## src/rtl/core/mcog_pkg.sv

```systemverilog
`timescale 1ns / 1ps
package mcog_pkg;

   localparam int FIELD_W     = 7;
   localparam int MAX_RESULTS = 46;
   localparam int CNT_W       = $clog2(MAX_RESULTS + 1);

   typedef enum logic [1:0] {
      ST_IDLE,
      ST_STEP,
      ST_FLUSH
   } seq_state_type;

endpackage

```

## src/rtl/core/mcog_req_if.sv

```systemverilog
`timescale 1ns / 1ps
interface mcog_req_if;
   import mcog_pkg::*;

   logic               valid;
   logic               ready;
   logic [FIELD_W-1:0] radius;

   modport source (output valid, output radius, input ready);
   modport sink (input valid, input radius, output ready);
endinterface

```

## src/rtl/core/mcog_rsp_if.sv

```systemverilog
`timescale 1ns / 1ps
interface mcog_rsp_if;
   import mcog_pkg::*;

   logic               valid;
   logic               ready;
   logic [FIELD_W-1:0] px;
   logic [FIELD_W-1:0] py;
   logic               last;
   logic               no_point;

   modport source (output valid, output px, output py, output last, output no_point,
                   input ready);
   modport sink (input valid, input px, input py, input last, input no_point,
                 output ready);
endinterface

```

## src/rtl/core/mcog_step.sv

```systemverilog
`timescale 1ns / 1ps
module mcog_step #(
   parameter int CW = 8,
   parameter int DW = 11
) (
   input  logic signed [CW-1:0] x,
   input  logic signed [CW-1:0] y,
   input  logic signed [DW-1:0] d,
   input  logic                 first,
   output logic signed [CW-1:0] nx,
   output logic signed [CW-1:0] ny,
   output logic signed [DW-1:0] nd,
   output logic                 emit
);
   import mcog_pkg::*;

   logic signed [DW-1:0] xe;
   logic signed [DW-1:0] ye;
   logic signed [DW-1:0] diff;
   logic signed [DW-1:0] inc;

   always_comb begin
      xe   = DW'(x);
      ye   = DW'(y);
      diff = xe - ye;
      // decision is tested before the update picks its increment
      if (d[DW-1]) begin
         inc = (xe <<< 1) + DW'(2);
      end else begin
         inc = (diff <<< 1) + DW'(2);
      end
      nd   = first ? d : d + inc;
      nx   = x + CW'(1);
      ny   = nd[DW-1] ? y : y - CW'(1);
      emit = (ny >= nx);
   end

endmodule

```

## src/rtl/core/midpoint_circle_octant_generator.sv

```systemverilog
`timescale 1ns / 1ps
// The first result is registered when the next point is found, or in the flush
// state when the radius has a single point. Throughput: one point per cycle, one
// step of the single decision unit, while the output is taken; a radius holds the
// block until its last point is registered. req_bus.ready is high only while idle.
// Reset: synchronous, active high; clears the sequencer and the output valid.
module midpoint_circle_octant_generator #(
   parameter int MAX_RADIUS = 64
) (
   input  logic        clock,
   input  logic        reset,
   mcog_req_if.sink    req_bus,
   mcog_rsp_if.source  rsp_bus
);
   import mcog_pkg::*;

   localparam int RMAX = (MAX_RADIUS < 127) ? MAX_RADIUS : 127;
   localparam int CW   = $clog2(RMAX + 2) + 1;
   localparam int DW   = CW + 3;

   seq_state_type        state_ff, state_in;
   logic signed [CW-1:0] x_ff, x_in, y_ff, y_in;
   logic signed [DW-1:0] d_ff, d_in;
   logic                 first_ff, first_in;
   logic [CNT_W-1:0]     cnt_ff, cnt_in;
   logic                 pend_v_ff, pend_v_in;
   logic signed [CW-1:0] pend_x_ff, pend_x_in, pend_y_ff, pend_y_in;

   logic                 rsp_v_ff, rsp_v_in;
   logic [FIELD_W-1:0]   rsp_px_ff, rsp_px_in, rsp_py_ff, rsp_py_in;
   logic                 rsp_last_ff, rsp_last_in, rsp_none_ff, rsp_none_in;

   logic signed [CW-1:0] rad_c;
   logic signed [CW-1:0] nx, ny;
   logic signed [DW-1:0] nd;
   logic                 emit;
   logic                 out_free;
   logic                 push;
   logic [FIELD_W-1:0]   push_x, push_y;
   logic                 push_last, push_none;

   mcog_step #(.CW(CW), .DW(DW)) u_step (
      .x     (x_ff),
      .y     (y_ff),
      .d     (d_ff),
      .first (first_ff),
      .nx    (nx),
      .ny    (ny),
      .nd    (nd),
      .emit  (emit)
   );

   assign rad_c    = (int'(req_bus.radius) > RMAX) ? CW'(RMAX) : CW'(req_bus.radius);
   assign out_free = !rsp_v_ff || rsp_bus.ready;

   always_comb begin
      state_in  = state_ff;
      x_in      = x_ff;
      y_in      = y_ff;
      d_in      = d_ff;
      first_in  = first_ff;
      cnt_in    = cnt_ff;
      pend_v_in = pend_v_ff;
      pend_x_in = pend_x_ff;
      pend_y_in = pend_y_ff;
      push      = 1'b0;
      push_x    = FIELD_W'(pend_x_ff);
      push_y    = FIELD_W'(pend_y_ff);
      push_last = 1'b0;
      push_none = 1'b0;
      case (state_ff)
         ST_IDLE: begin
            if (req_bus.valid) begin
               x_in      = '0;
               y_in      = rad_c;
               d_in      = DW'(1) - DW'(rad_c);
               first_in  = 1'b1;
               cnt_in    = '0;
               pend_v_in = 1'b0;
               state_in  = ST_STEP;
            end
         end
         ST_STEP: begin
            if (out_free) begin
               x_in     = nx;
               y_in     = ny;
               d_in     = nd;
               first_in = 1'b0;
               if (emit) begin
                  // previous point is known not to be last now
                  push      = pend_v_ff;
                  pend_v_in = 1'b1;
                  pend_x_in = nx;
                  pend_y_in = ny;
                  cnt_in    = cnt_ff + CNT_W'(1);
                  if (cnt_ff == CNT_W'(MAX_RESULTS - 1)) begin
                     state_in = ST_FLUSH;
                  end
               end else begin
                  state_in = ST_FLUSH;
               end
            end
         end
         ST_FLUSH: begin
            if (out_free) begin
               push      = 1'b1;
               push_last = 1'b1;
               if (!pend_v_ff) begin
                  push_x    = '0;
                  push_y    = '0;
                  push_none = 1'b1;
               end
               pend_v_in = 1'b0;
               state_in  = ST_IDLE;
            end
         end
         default: begin
            state_in = ST_IDLE;
         end
      endcase
   end

   always_comb begin
      rsp_v_in    = rsp_v_ff;
      rsp_px_in   = rsp_px_ff;
      rsp_py_in   = rsp_py_ff;
      rsp_last_in = rsp_last_ff;
      rsp_none_in = rsp_none_ff;
      if (push) begin
         rsp_v_in    = 1'b1;
         rsp_px_in   = push_x;
         rsp_py_in   = push_y;
         rsp_last_in = push_last;
         rsp_none_in = push_none;
      end else if (rsp_bus.ready) begin
         rsp_v_in = 1'b0;
      end
   end

   always_ff @(posedge clock) begin
      if (reset) begin
         state_ff  <= ST_IDLE;
         cnt_ff    <= '0;
         pend_v_ff <= 1'b0;
         rsp_v_ff  <= 1'b0;
      end else begin
         state_ff  <= state_in;
         cnt_ff    <= cnt_in;
         pend_v_ff <= pend_v_in;
         rsp_v_ff  <= rsp_v_in;
      end
   end

   always_ff @(posedge clock) begin
      x_ff        <= x_in;
      y_ff        <= y_in;
      d_ff        <= d_in;
      first_ff    <= first_in;
      pend_x_ff   <= pend_x_in;
      pend_y_ff   <= pend_y_in;
      rsp_px_ff   <= rsp_px_in;
      rsp_py_ff   <= rsp_py_in;
      rsp_last_ff <= rsp_last_in;
      rsp_none_ff <= rsp_none_in;
   end

   assign req_bus.ready    = (state_ff == ST_IDLE);
   assign rsp_bus.valid    = rsp_v_ff;
   assign rsp_bus.px       = rsp_px_ff;
   assign rsp_bus.py       = rsp_py_ff;
   assign rsp_bus.last     = rsp_last_ff;
   assign rsp_bus.no_point = rsp_none_ff;

`ifndef SYNTHESIS
   a_point_in_octant: assert property (@(posedge clock) disable iff (reset)
      rsp_v_ff && !rsp_none_ff |-> (rsp_px_ff <= rsp_py_ff) && (rsp_px_ff != '0))
      else $error("emitted point outside the octant");

   a_no_point_is_last: assert property (@(posedge clock) disable iff (reset)
      rsp_v_ff && rsp_none_ff |-> rsp_last_ff && (rsp_px_ff == '0) && (rsp_py_ff == '0))
      else $error("empty result not flagged as last with zero point");

   a_accept_starts_walk: assert property (@(posedge clock) disable iff (reset)
      req_bus.valid && req_bus.ready |=> (state_ff == ST_STEP) && first_ff && !pend_v_ff)
      else $error("radius beat did not start a walk");

   a_count_capped: assert property (@(posedge clock) disable iff (reset)
      cnt_ff <= CNT_W'(MAX_RESULTS))
      else $error("point count beyond cap");
`endif

endmodule
```

## src/flat_wrapper.sv

```systemverilog
// flat-port wrapper written by rule: the top's interface ports become plain ports
module midpoint_circle_octant_generator_flat import mcog_pkg::*;
#(
   parameter int MAX_RADIUS = 64
)
  (clock, reset, req_bus_valid, req_bus_radius, req_bus_ready, rsp_bus_valid, rsp_bus_px, rsp_bus_py, rsp_bus_last, rsp_bus_no_point, rsp_bus_ready);
  mcog_req_if req_bus_i ();
  mcog_rsp_if rsp_bus_i ();
  input  logic clock;
  input  logic reset;
  input wire logic [$bits(req_bus_i.valid)-1:0] req_bus_valid;
  input wire logic [$bits(req_bus_i.radius)-1:0] req_bus_radius;
  output wire logic [$bits(req_bus_i.ready)-1:0] req_bus_ready;
  output wire logic [$bits(rsp_bus_i.valid)-1:0] rsp_bus_valid;
  output wire logic [$bits(rsp_bus_i.px)-1:0] rsp_bus_px;
  output wire logic [$bits(rsp_bus_i.py)-1:0] rsp_bus_py;
  output wire logic [$bits(rsp_bus_i.last)-1:0] rsp_bus_last;
  output wire logic [$bits(rsp_bus_i.no_point)-1:0] rsp_bus_no_point;
  input wire logic [$bits(rsp_bus_i.ready)-1:0] rsp_bus_ready;
  assign req_bus_i.valid = req_bus_valid;
  assign req_bus_i.radius = req_bus_radius;
  assign req_bus_ready = req_bus_i.ready;
  assign rsp_bus_valid = rsp_bus_i.valid;
  assign rsp_bus_px = rsp_bus_i.px;
  assign rsp_bus_py = rsp_bus_i.py;
  assign rsp_bus_last = rsp_bus_i.last;
  assign rsp_bus_no_point = rsp_bus_i.no_point;
  assign rsp_bus_i.ready = rsp_bus_ready;
  midpoint_circle_octant_generator #(.MAX_RADIUS(MAX_RADIUS)) u_core (.clock(clock), .reset(reset), .req_bus(req_bus_i), .rsp_bus(rsp_bus_i));
endmodule
```

## config.mk

```make
export PLATFORM = sky130hd
export DESIGN_NAME = midpoint_circle_octant_generator_flat
export DESIGN_NICKNAME = d
export VERILOG_FILES = /design/src/rtl/core/mcog_pkg.sv /design/src/rtl/core/mcog_req_if.sv /design/src/rtl/core/mcog_rsp_if.sv /design/src/rtl/core/mcog_step.sv /design/src/rtl/core/midpoint_circle_octant_generator.sv /design/src/flat_wrapper.sv
export SDC_FILE = /design/constraint.sdc
export NUM_CORES = 1
export LEC_CHECK = 0
export CAP_MARGIN = 20
export CORE_UTILIZATION = 45
export DETAILED_ROUTE_END_ITERATION = 8
export DONT_BUFFER_PORTS = 1
export MAX_ROUTING_LAYER = met4
export PLACE_DENSITY = 0.71
export RECOVER_POWER = 100
export SYNTH_ARGS = -nofsm -noshare
export SYNTH_HDL_FRONTEND = slang
export SYNTH_SLANG_ARGS = --single-unit
```

## constraint.sdc

```tcl
create_clock -name clock -period 7.3 [get_ports clock]
set_input_delay 0.73 -clock clock [delete_from_list [all_inputs] [get_ports clock]]
set_output_delay 0.73 -clock clock [all_outputs]
set_load 0.01 [all_outputs]
```

==> results of run 1 <==
==> layout make-up <==
type,instances,area (um2)
multi-input combinational,307,2130
fill,823,4610
timing repair buffer,5,26.3
inverter,40,150
sequential,67,1910
clock buffer,9,124
clock inverter,7,108
tap,111,139
==> worst max-delay path, delay by kind of cell (launching register included) <==
family | cells | cell delay (ps)
buffers and inverters | 3 | 530
XOR/XNOR | 4 | 1010
flip-flops | 1 | 430
adder cells (fa/ha/maj) | 4 | 1180
AO/OA/AOI/OAI | 11 | 1890
AND/OR/NAND/NOR | 9 | 1430
==> layer usage <==
layer / GRT usage [%] / part of all wire, % / up-vias
li1: - / - / 1520
met1: 24.6 / 47 / 1408
met2: 29.0 / 47 / 85
met3: 4.26 / 5.0 / 12
met4: 6.66 / 1.8 / 0
met5: - / 0 / -
==> cell families (layout without fill, tap and decap cells) <==
family | Yosys count | count (layout) | share of synthesized area, %
simple gates | 145 | 145 | 17.1
compound gates | 84 | 84 | 13.2
flops | 67 | 67 | 45.1
buf+inv | 49 | 61 | 4.52
xor+xnor | 37 | 37 | 7.83
fa+ha+maj | 36 | 36 | 11.0
mux | 5 | 5 | 1.24
==> layout by cell type (no fill, tap or decap), types with 4 or more instances in the layout <==
cell type  Yosys  routed
a21o_1         5       5
a21oi_1       23      23
and2_0         0       5
and2_1        15      10
clkbuf_8       0       9
dfxtp_1       10      10
edfxtp_1      57      57
ha_1          34      34
inv_1         40      40
nand2_1       29      29
nand2b_1      12      12
nand3_1        9       9
nand4_1        5       5
nor2_1        46      46
nor2b_1        5       5
nor3_1         7       7
o21ai_0       18      19
or3_1          4       4
xnor2_1       21      21
xor2_1        15      15
==> how the worst min path moves through the flow <==
stage,from,to,depth (start not counted)
after global routing,reset,u_core.state_ff[1]$_SDFFE_PP0P_,1
final,reset,u_core.state_ff[0]$_SDFFE_PP0P_,1
after floorplan,u_core.cnt_ff[3]$_SDFFE_PP0P_,u_core.cnt_ff[3]$_SDFFE_PP0P_,2
after global placement,u_core.cnt_ff[3]$_SDFFE_PP0P_,u_core.cnt_ff[3]$_SDFFE_PP0P_,2
after CTS,reset,u_core.state_ff[0]$_SDFFE_PP0P_,1
after detailed placement,u_core.pend_x_ff[4]$_DFFE_PP_,u_core.rsp_bus.px[4]$_DFFE_PP_,1
==> per-stage QoR <==
stage,instances,cell area (um2)
2_1_floorplan,423,4240
3_3_place_gp,530,4370
3_5_place_dp,530,4370
4_1_cts,546,4600
5_1_grt,546,4580
6_report,546,4580
==> registers in the layout, summed over array words and instances, names as in the netlist, 6 cells and up <==
register           flops
u_core.rsp_bus.py      7
u_core.rsp_bus.px      7
u_core.pend_y_ff       7
u_core.d_ff           10
u_core.cnt_ff          6
u_core.y_ff            8
u_core.x_ff            8
u_core.pend_x_ff       7
==> impl_results.md, run 1 <==
- Crit Path Max Fanout: 17
- Postcts setup bufs: 0
- # setup viols final: 0
- Status: complete, no violations
- Port Buffers: 0
- Slowest CP cell: edfxtp_1
- Worst EP required: approximately 7400 ps
- Synth warnings: 0
- Reg2Reg Setup Slack: 570 ps
- Area leader, netlist: edfxtp_1
- Most common cell on crit path: a21oi_1
- Post-Synthesis Cells: between 400 and 500
- Drt pass-1 iters: 5
- Grt ovf: 0
- Clock root cell: clkbuf_8
- Arrival @ worst endpoint: 6830 ps
- Worst Max-Slew Pin Slew: about 1100 ps
- Unique masters post-synth: 58
- Setup TNS: 0 ps
- WS Path Type: reg -> reg
- Post-synth top area share: 40.4%
- Synth Register Bits: 67
- Worst-skew pair later-pin latency: 350 ps
- Antenna diode count: 0
- Io pins: 29
- Core area: between 0.009 and 0.01 mm2
- Synth Net Count: 470
- Vias in the first global route: 2841
- Initial Util: a little under half
- Clock Sinks: 67
- CTS hold repair buffers: 0
- Hold crit path type: in -> reg
- Global Route Usage Sum: 18.9%
- Mapped Area: 0.00424 mm2
- CTS Buffer Depth: 2
- Final Worst Setup Slack: 565 ps
- Clk slew on worst S/H paths: ~80 ps
- Final wirelength: 8360 um
- Total number of vias: 3025
- Max-Cap Viols: 0
- CTS Buf Count: 9
- Largest net degree at the start of global routing: 26
- CTS tree: done
- 1st-iter DRT viols: 230
- DP Worst Slack: between 600 and 700 ps
- RSZ-0062 raised after global routing: no
- Die X: 99.0 um
- Post-synth ARST share: 0%
- Primary FF master, synth: edfxtp_1
- Reg2Reg Depth: 31
- Initial antenna violation count: 0
- Layout Utilization: 49.9%
- Global-route wire length before repair: 13800 um
- Top cells by area, synth: edfxtp_1 40%, ha_1 10%, dfxtp_1 4.7%
- Worst setup path endpoint: u_core.rsp_bus.px[1]$_DFFE_PP_
- Crit end category: flop
- Slew HR: 26.2%
- RR Startpoint: u_core.x_ff[0]$_SDFFCE_PN0P_
- Critical Path Source: u_core.x_ff[0]$_SDFFCE_PN0P_
- Layout Nets: 477
- FMAX: 148 MHz
- DR DRC count: 0
- Routed Antenna Nets: 0
- CP peak stage delay: between 400 and 500 ps
- Die height: 99.0 um
- H-Tree Depth: 3
- Rows: 35
- Worst setup SP type: flop
- Clock skew: 12.2 ps
- Vias per cell: roughly 5.5
- Max-slew violation count: 0
- Average cell area after synthesis: 10.0 um2
- GPL Wtd Cong: 0.913
- Area grow syn2layout: 8.24%
- DR WL/cell: between 15 and 20 um
- Die area: around 0.0098 mm2
- Hpwl dp: 6390 um
- Sequential fraction of the synthesis area: 45.1%
- Top-count cell post-synth: edfxtp_1
- Final period util: 92.3%
- Hold slack: 435 ps
- CTS-repair resized insts: 0
- Top post-synthesis cells by count: 57 x edfxtp_1, 46 x nor2_1, 40 x inv_1
- Min Tclk post-route: 6730 ps
- Reg-to-reg endpoint: u_core.rsp_bus.px[1]$_DFFE_PP_
- Share of cells above drive strength 1: 5.98%
- EDFF count, synth: 57
- Fin. Hold Viols: 0
Power of run 1 is left out: the tool's default activity adds up to more than one toggle a clock period on the data nets, which glitch-free logic cannot reach.
==> inputs of run 2 (changes only) <==
--- a/config.mk
+++ b/config.mk
@@ -5,7 +5,8 @@
 export SDC_FILE = /design/constraint.sdc
 export NUM_CORES = 1
 export LEC_CHECK = 0
-export CAP_MARGIN = 20
+export ABC_AREA = 1
+export CAP_MARGIN = 15
 export CORE_UTILIZATION = 45
 export DETAILED_ROUTE_END_ITERATION = 8
 export DONT_BUFFER_PORTS = 1
@@ -14,4 +15,5 @@
 export RECOVER_POWER = 100
 export SYNTH_ARGS = -nofsm -noshare
 export SYNTH_HDL_FRONTEND = slang
+export SYNTH_HIERARCHICAL = 1
 export SYNTH_SLANG_ARGS = --single-unit
==> run 2 against run 1 <==
Net effect: non-clock buffer count shrank 2; setup slack gained 490 ps; critical path type unchanged; clock skew grew 3.3 ps; the run now ends with capacitance limit, slew limit left; area after synthesis grew 11%; synthesized cell count grew 45%; register-to-register slack gained 490 ps.
==> impl_results.md, run 2 <==
- CP peak stage delay: roughly 470 ps
- Biggest regs: u_core/d_ff x10, u_core/x_ff x8, u_core/y_ff x8
- Fill cells: 965
- Total number of vias: between 3000 and 4000
- Global Route Usage Sum: 20.0%
- Die X: 104 um
- Worst-skew pair later-pin latency: 350 ps
- Crit Path Max Fanout: 17
- Initial antenna violation count: 0
- Post-Synthesis Cells: ~610
- Hpwl dp: 7730 um
- Rows: 36
- Hold crit path type: in -> reg
- Worst EP required: 7310 ps
- CTS hold repair buffers: 0
- Final period util: between 80% and 90%
- Die area: 0.0109 mm2
- Violated checks: capacitance limit, slew limit
- Critical Path Source: u_core/x_ff[0]$_SDFFCE_PN0P_
- Clock root cell: clkbuf_8
- Largest net degree at the start of global routing: 29
- Most flop-heavy register: u_core/d_ff
- RSZ-0062 raised after global routing: no
- Worst setup SP type: flop
- Reg2Reg Depth: 42
- Most common cell on crit path: nand2_1
- Clk slew on worst S/H paths: ~90 ps
- 1st-iter DRT viols: between 200 and 300
- Vias in the first global route: between 3000 and 4000
- Initial Util: between 40 and 50%
- Most frequent cells in the layout: 189 x nand2_1, 110 x inv_1, 57 x edfxtp_1
- # setup viols final: 0
- H-Tree Depth: 3
- Min Tclk post-route: roughly 6200 ps
- Worst Max-Slew Pin Slew: 1670 ps
- Average cell area after synthesis: approximately 7.7 um2
- CTS tree: done
- Share of cells above drive strength 1: 6.45%
- Fin. Hold Viols: 0
- Worst hold start: reset
- Drt pass-1 iters: 5
- Synth warnings: 6
- Port Buffers: 0
- DR DRC count: 0
- Non-Filler Instances: 753
- GPL Wtd Cong: 0.897
- RR Startpoint: u_core/x_ff[0]$_SDFFCE_PN0P_
- WS Path Type: reg -> reg
- Hold slack: 443 ps
- Max FFs per register: 10
- Arrival @ worst endpoint: 6250 ps
- Routed Antenna Nets: 0
- CTS Buf Count: 9
- Antenna diode count: 0
- Vias per cell: just over 5
- Setup TNS: 0 ps
- Layout Utilization: 49.8%
- FMAX: roughly 160 MHz
- Placed Cells: 737
- Die height: 104 um
- Slew HR: -11.0%
- CTS-repair resized insts: 0
- Status: finished with violations
- CTS Buffer Depth: 2
- Core area: 0.00995 mm2
- Synth Net Count: 660
- Slowest CP cell: edfxtp_1
- Global-route wire length before repair: 16800 um
- Layout Nets: 663
- Commonest non-fill, non-tap cell in the layout: nand2_1
- Io pins: 29
- Postcts setup bufs: 0
- Clock skew: ~15 ps
- Depth of the worst hold-timing path: 1
- Clock Sinks: 67
- Max-slew violation count: 29
- Max-Cap Viols: 1
- Area grow syn2layout: 5.62%
- Grt ovf: 0
- DR WL/cell: 13.4 um
- Mapped Area: 0.00470 mm2
- Final wirelength: about 10000 um
- Crit end category: flop
## run 2: cell count changes in the layout (fill, tap and decap cells not counted), moves of 9 or more
| cell | change |
|---|---|
| nand2b_1 | -12 |
| nand2_1 | +160 |
| o21ai_0 | +11 |
| xnor2_1 | -21 |
| and2_1 | -10 |
| nand3_1 | +34 |
| nand2_2 | +9 |
| inv_1 | +70 |
## run 2: metal layers
| layer | up-vias | part of all wire, % | track usage, % |
|---|---|---|---|
| met5 | - | 0 | - |
| met4 | 0 | 1.7 | 6.33 |
| met3 | 16 | 5.2 | 3.95 |
| met2 | 91 | 46 | 31.0 |
| met1 | 1783 | 47 | 26.4 |
| li1 | 1976 | - | - |
## run 2: final timing paths
check	endpoint	slack (ps)
worst max-delay path	u_core/rsp_bus.px[4]$_DFFE_PP_	1060
worst min-delay path	u_core/cnt_ff[1]$_SDFFE_PP0P_	440
worst max register to register	u_core/rsp_bus.px[4]$_DFFE_PP_	1060
worst min register to register	u_core/cnt_ff[3]$_SDFFE_PP0P_	500
## run 2: layout make-up
type | count | area [um2] | share of cell area [%]
well taps | 133 | 166 | 3.35
flip-flops and latches | 67 | 1910 | 38.5
repair buffers | 3 | 15.0 | 0.303
clock buffers | 9 | 124 | 2.50
inverters | 114 | 428 | 8.63
clock inverters | 7 | 76.3 | 1.54
multi-input cells | 420 | 2240 | 45.1
## run 2: critical path, delay by kind of cell, from the launching register on
kind | cells | cell delay, ps
fa+ha+maj | 5 | 1390
simple gates | 18 | 1720
buf+inv | 10 | 1130
compound gates | 9 | 1190
flops | 1 | 470
## run 2: stage by stage
| step | worst slack (ps) | instance area [um2] |
|---|---|---|
| after global routing | 354 | 4960 |
| final | 1060 | 4960 |
| after floorplan | 1650 | 4700 |
| after detailed placement | 1110 | 4800 |
| after CTS | 1060 | 5000 |
| after global placement | 1380 | 4800 |
Power of run 2 is left out for the same reason.
==> inputs of run 3 (changes only) <==
--- a/config.mk
+++ b/config.mk
@@ -7,12 +7,13 @@
 export LEC_CHECK = 0
 export ABC_AREA = 1
 export CAP_MARGIN = 15
-export CORE_UTILIZATION = 45
+export CORE_UTILIZATION = 30
 export DETAILED_ROUTE_END_ITERATION = 8
 export DONT_BUFFER_PORTS = 1
 export MAX_ROUTING_LAYER = met4
-export PLACE_DENSITY = 0.71
+export PLACE_DENSITY = 0.54
 export RECOVER_POWER = 100
+export SLEW_MARGIN = 10
 export SYNTH_ARGS = -nofsm -noshare
 export SYNTH_HDL_FRONTEND = slang
 export SYNTH_HIERARCHICAL = 1
==> run 3 against run 2 <==
Net effect: the flow still finishes with violations (capacitance limit, slew limit); setup slack worse by 120 ps; fmax is 1.9% lower; non-clock buffer count is 1 lower; core utilization is 16 points lower.
==> impl_results.md, run 3 (same netlist as run 2, synthesis figures left out) <==
- GR peak layer: met2
- Biggest regs: u_core/d_ff x10, u_core/x_ff x8, u_core/y_ff x8
- Rows: 45
- WS Path Type: reg -> reg
- Met1 Usage GRT: 18.6%
- Setup TNS: 0 ps
- # setup viols final: 0
- Crit end category: flop
- Vias in the first global route: 3551
- Global Route Usage Sum: 14.4%
- Total number of vias: between 3000 and 4000
- Min Tclk post-route: 6360 ps
- CTS tree: done
- Fill cells: 1614
- Slowest CP cell: edfxtp_1
- Worst-skew pair later-pin latency: 340 ps
- CTS Buffer Depth: 2
- Initial Util: between 30% and 40%
- Vias per cell: between 4 and 5
- Postcts setup bufs: 0
- GPL Wtd Cong: 0.835
- H-Tree Depth: 3
- Worst Max-Slew Pin Slew: between 2000 and 2500 ps
- Grt ovf: 0
- Max-slew violation count: between 60 and 70
- Largest net degree at the start of global routing: 38
- Clk slew on worst S/H paths: ~60 ps
- Arrival @ worst endpoint: around 6400 ps
- CP peak stage delay: roughly 450 ps
- CTS Buf Count: 9
- Die X: between 100 and 150 um
- Initial antenna violation count: 0
- Routed Antenna Nets: 0
- Violated checks: capacitance limit, slew limit
- Core area: 0.0153 mm2
- Worst EP required: 7300 ps
- Slew HR: -65.8%
- RSZ-0062 raised after global routing: no
- CTS hold repair buffers: 0
- Most common cell on crit path: nand2_1
- Antenna diode count: 0
- Hpwl dp: 8130 um
- Die area: between 0.015 and 0.02 mm2
- Register area: 0.00191 mm2
- Most flop-heavy register: u_core/d_ff
- DR WL/cell: between 10 and 15 um
- Hold crit path type: in -> reg
- Clock Sinks: 67
- Worst setup SP type: flop
- Drt pass-1 iters: 5
- FMAX: 157 MHz
- Global-route wire length before repair: 17500 um
- Max-Cap Viols: 2
- Clock root cell: clkbuf_16
- Clock skew: 7.74 ps
- Final Worst Setup Slack: 936 ps
- Max FFs per register: 10
- DP Area: 0.00490 mm2
- Port Buffers: 0
- Share of cells above drive strength 1: 6.14%
- Die height: 127 um
- DP Worst Slack: 1040 ps
- Design area: 0.00518 mm2
- Fin. Hold Viols: 0
- Area grow syn2layout: 10.2%
- Crit Path Max Fanout: 17
- Status: finished with violations
- Commonest non-fill, non-tap cell in the layout: nand2_1
- Met3 usage: 2.97%
- Final wirelength: 10700 um
- Most frequent cells in the layout: 188 x nand2_1, 110 x inv_1, 57 x edfxtp_1
- 1st-iter DRT viols: 236
- Layout Nets: ~660
- Io pins: 29
- Final period util: between 80% and 90%
- DR DRC count: 0
- CTS-repair resized insts: 0
- Area occupied by multi-input gates: approximately 0.0022 mm2
- Met2 usage: 21.8%
run 3: metrics by stage:
stage                     hold WS [ps]  cells  util, %
final                              457    830     33.9
after global routing               442    830     33.9
after global placement             473    814     32.1
after floorplan                    452    612        -
after detailed placement           479    814     32.1
after CTS                          443    830     34.2
run 3: worst max-delay path: cells and delay by family (launching register included):
kind | cells | cell delay (ps)
buffers and inverters | 10 | 1140
flip-flops | 1 | 450
AND/OR/NAND/NOR | 18 | 1810
adder cells (fa/ha/maj) | 5 | 1380
AO/OA/AOI/OAI | 9 | 1250
run 3: area by class of cell:
class | count | area share (%)
Tap cell | 211 | 5.10
Inverter | 114 | 8.27
Timing Repair Buffer | 2 | 0.218
Clock inverter | 7 | 1.91
Sequential cell | 67 | 36.9
Clock buffer | 9 | 4.35
Multi-Input combinational cell | 420 | 43.2
run 3: path summary, 6_finish.rpt:
kind,cells past startpoint,endpoint,startpoint,slack (ps)
setup / recovery,42,u_core/rsp_bus.px[4]$_DFFE_PP_,u_core/x_ff[0]$_SDFFCE_PN0P_,940
hold / removal,1,u_core/cnt_ff[4]$_SDFFE_PP0P_,reset,460
setup reg to reg,42,u_core/rsp_bus.px[4]$_DFFE_PP_,u_core/x_ff[0]$_SDFFCE_PN0P_,940
hold reg to reg,2,u_core/cnt_ff[5]$_SDFFE_PP0P_,u_core/cnt_ff[5]$_SDFFE_PP0P_,490
run 3: layer usage:
layer	wire length (um)	vias to the layer above
li1	-	1975
met1	5260	1719
met2	4710	69
met3	477	18
met4	199	0
met5	0	-
Power of run 3 is left out for the same reason.
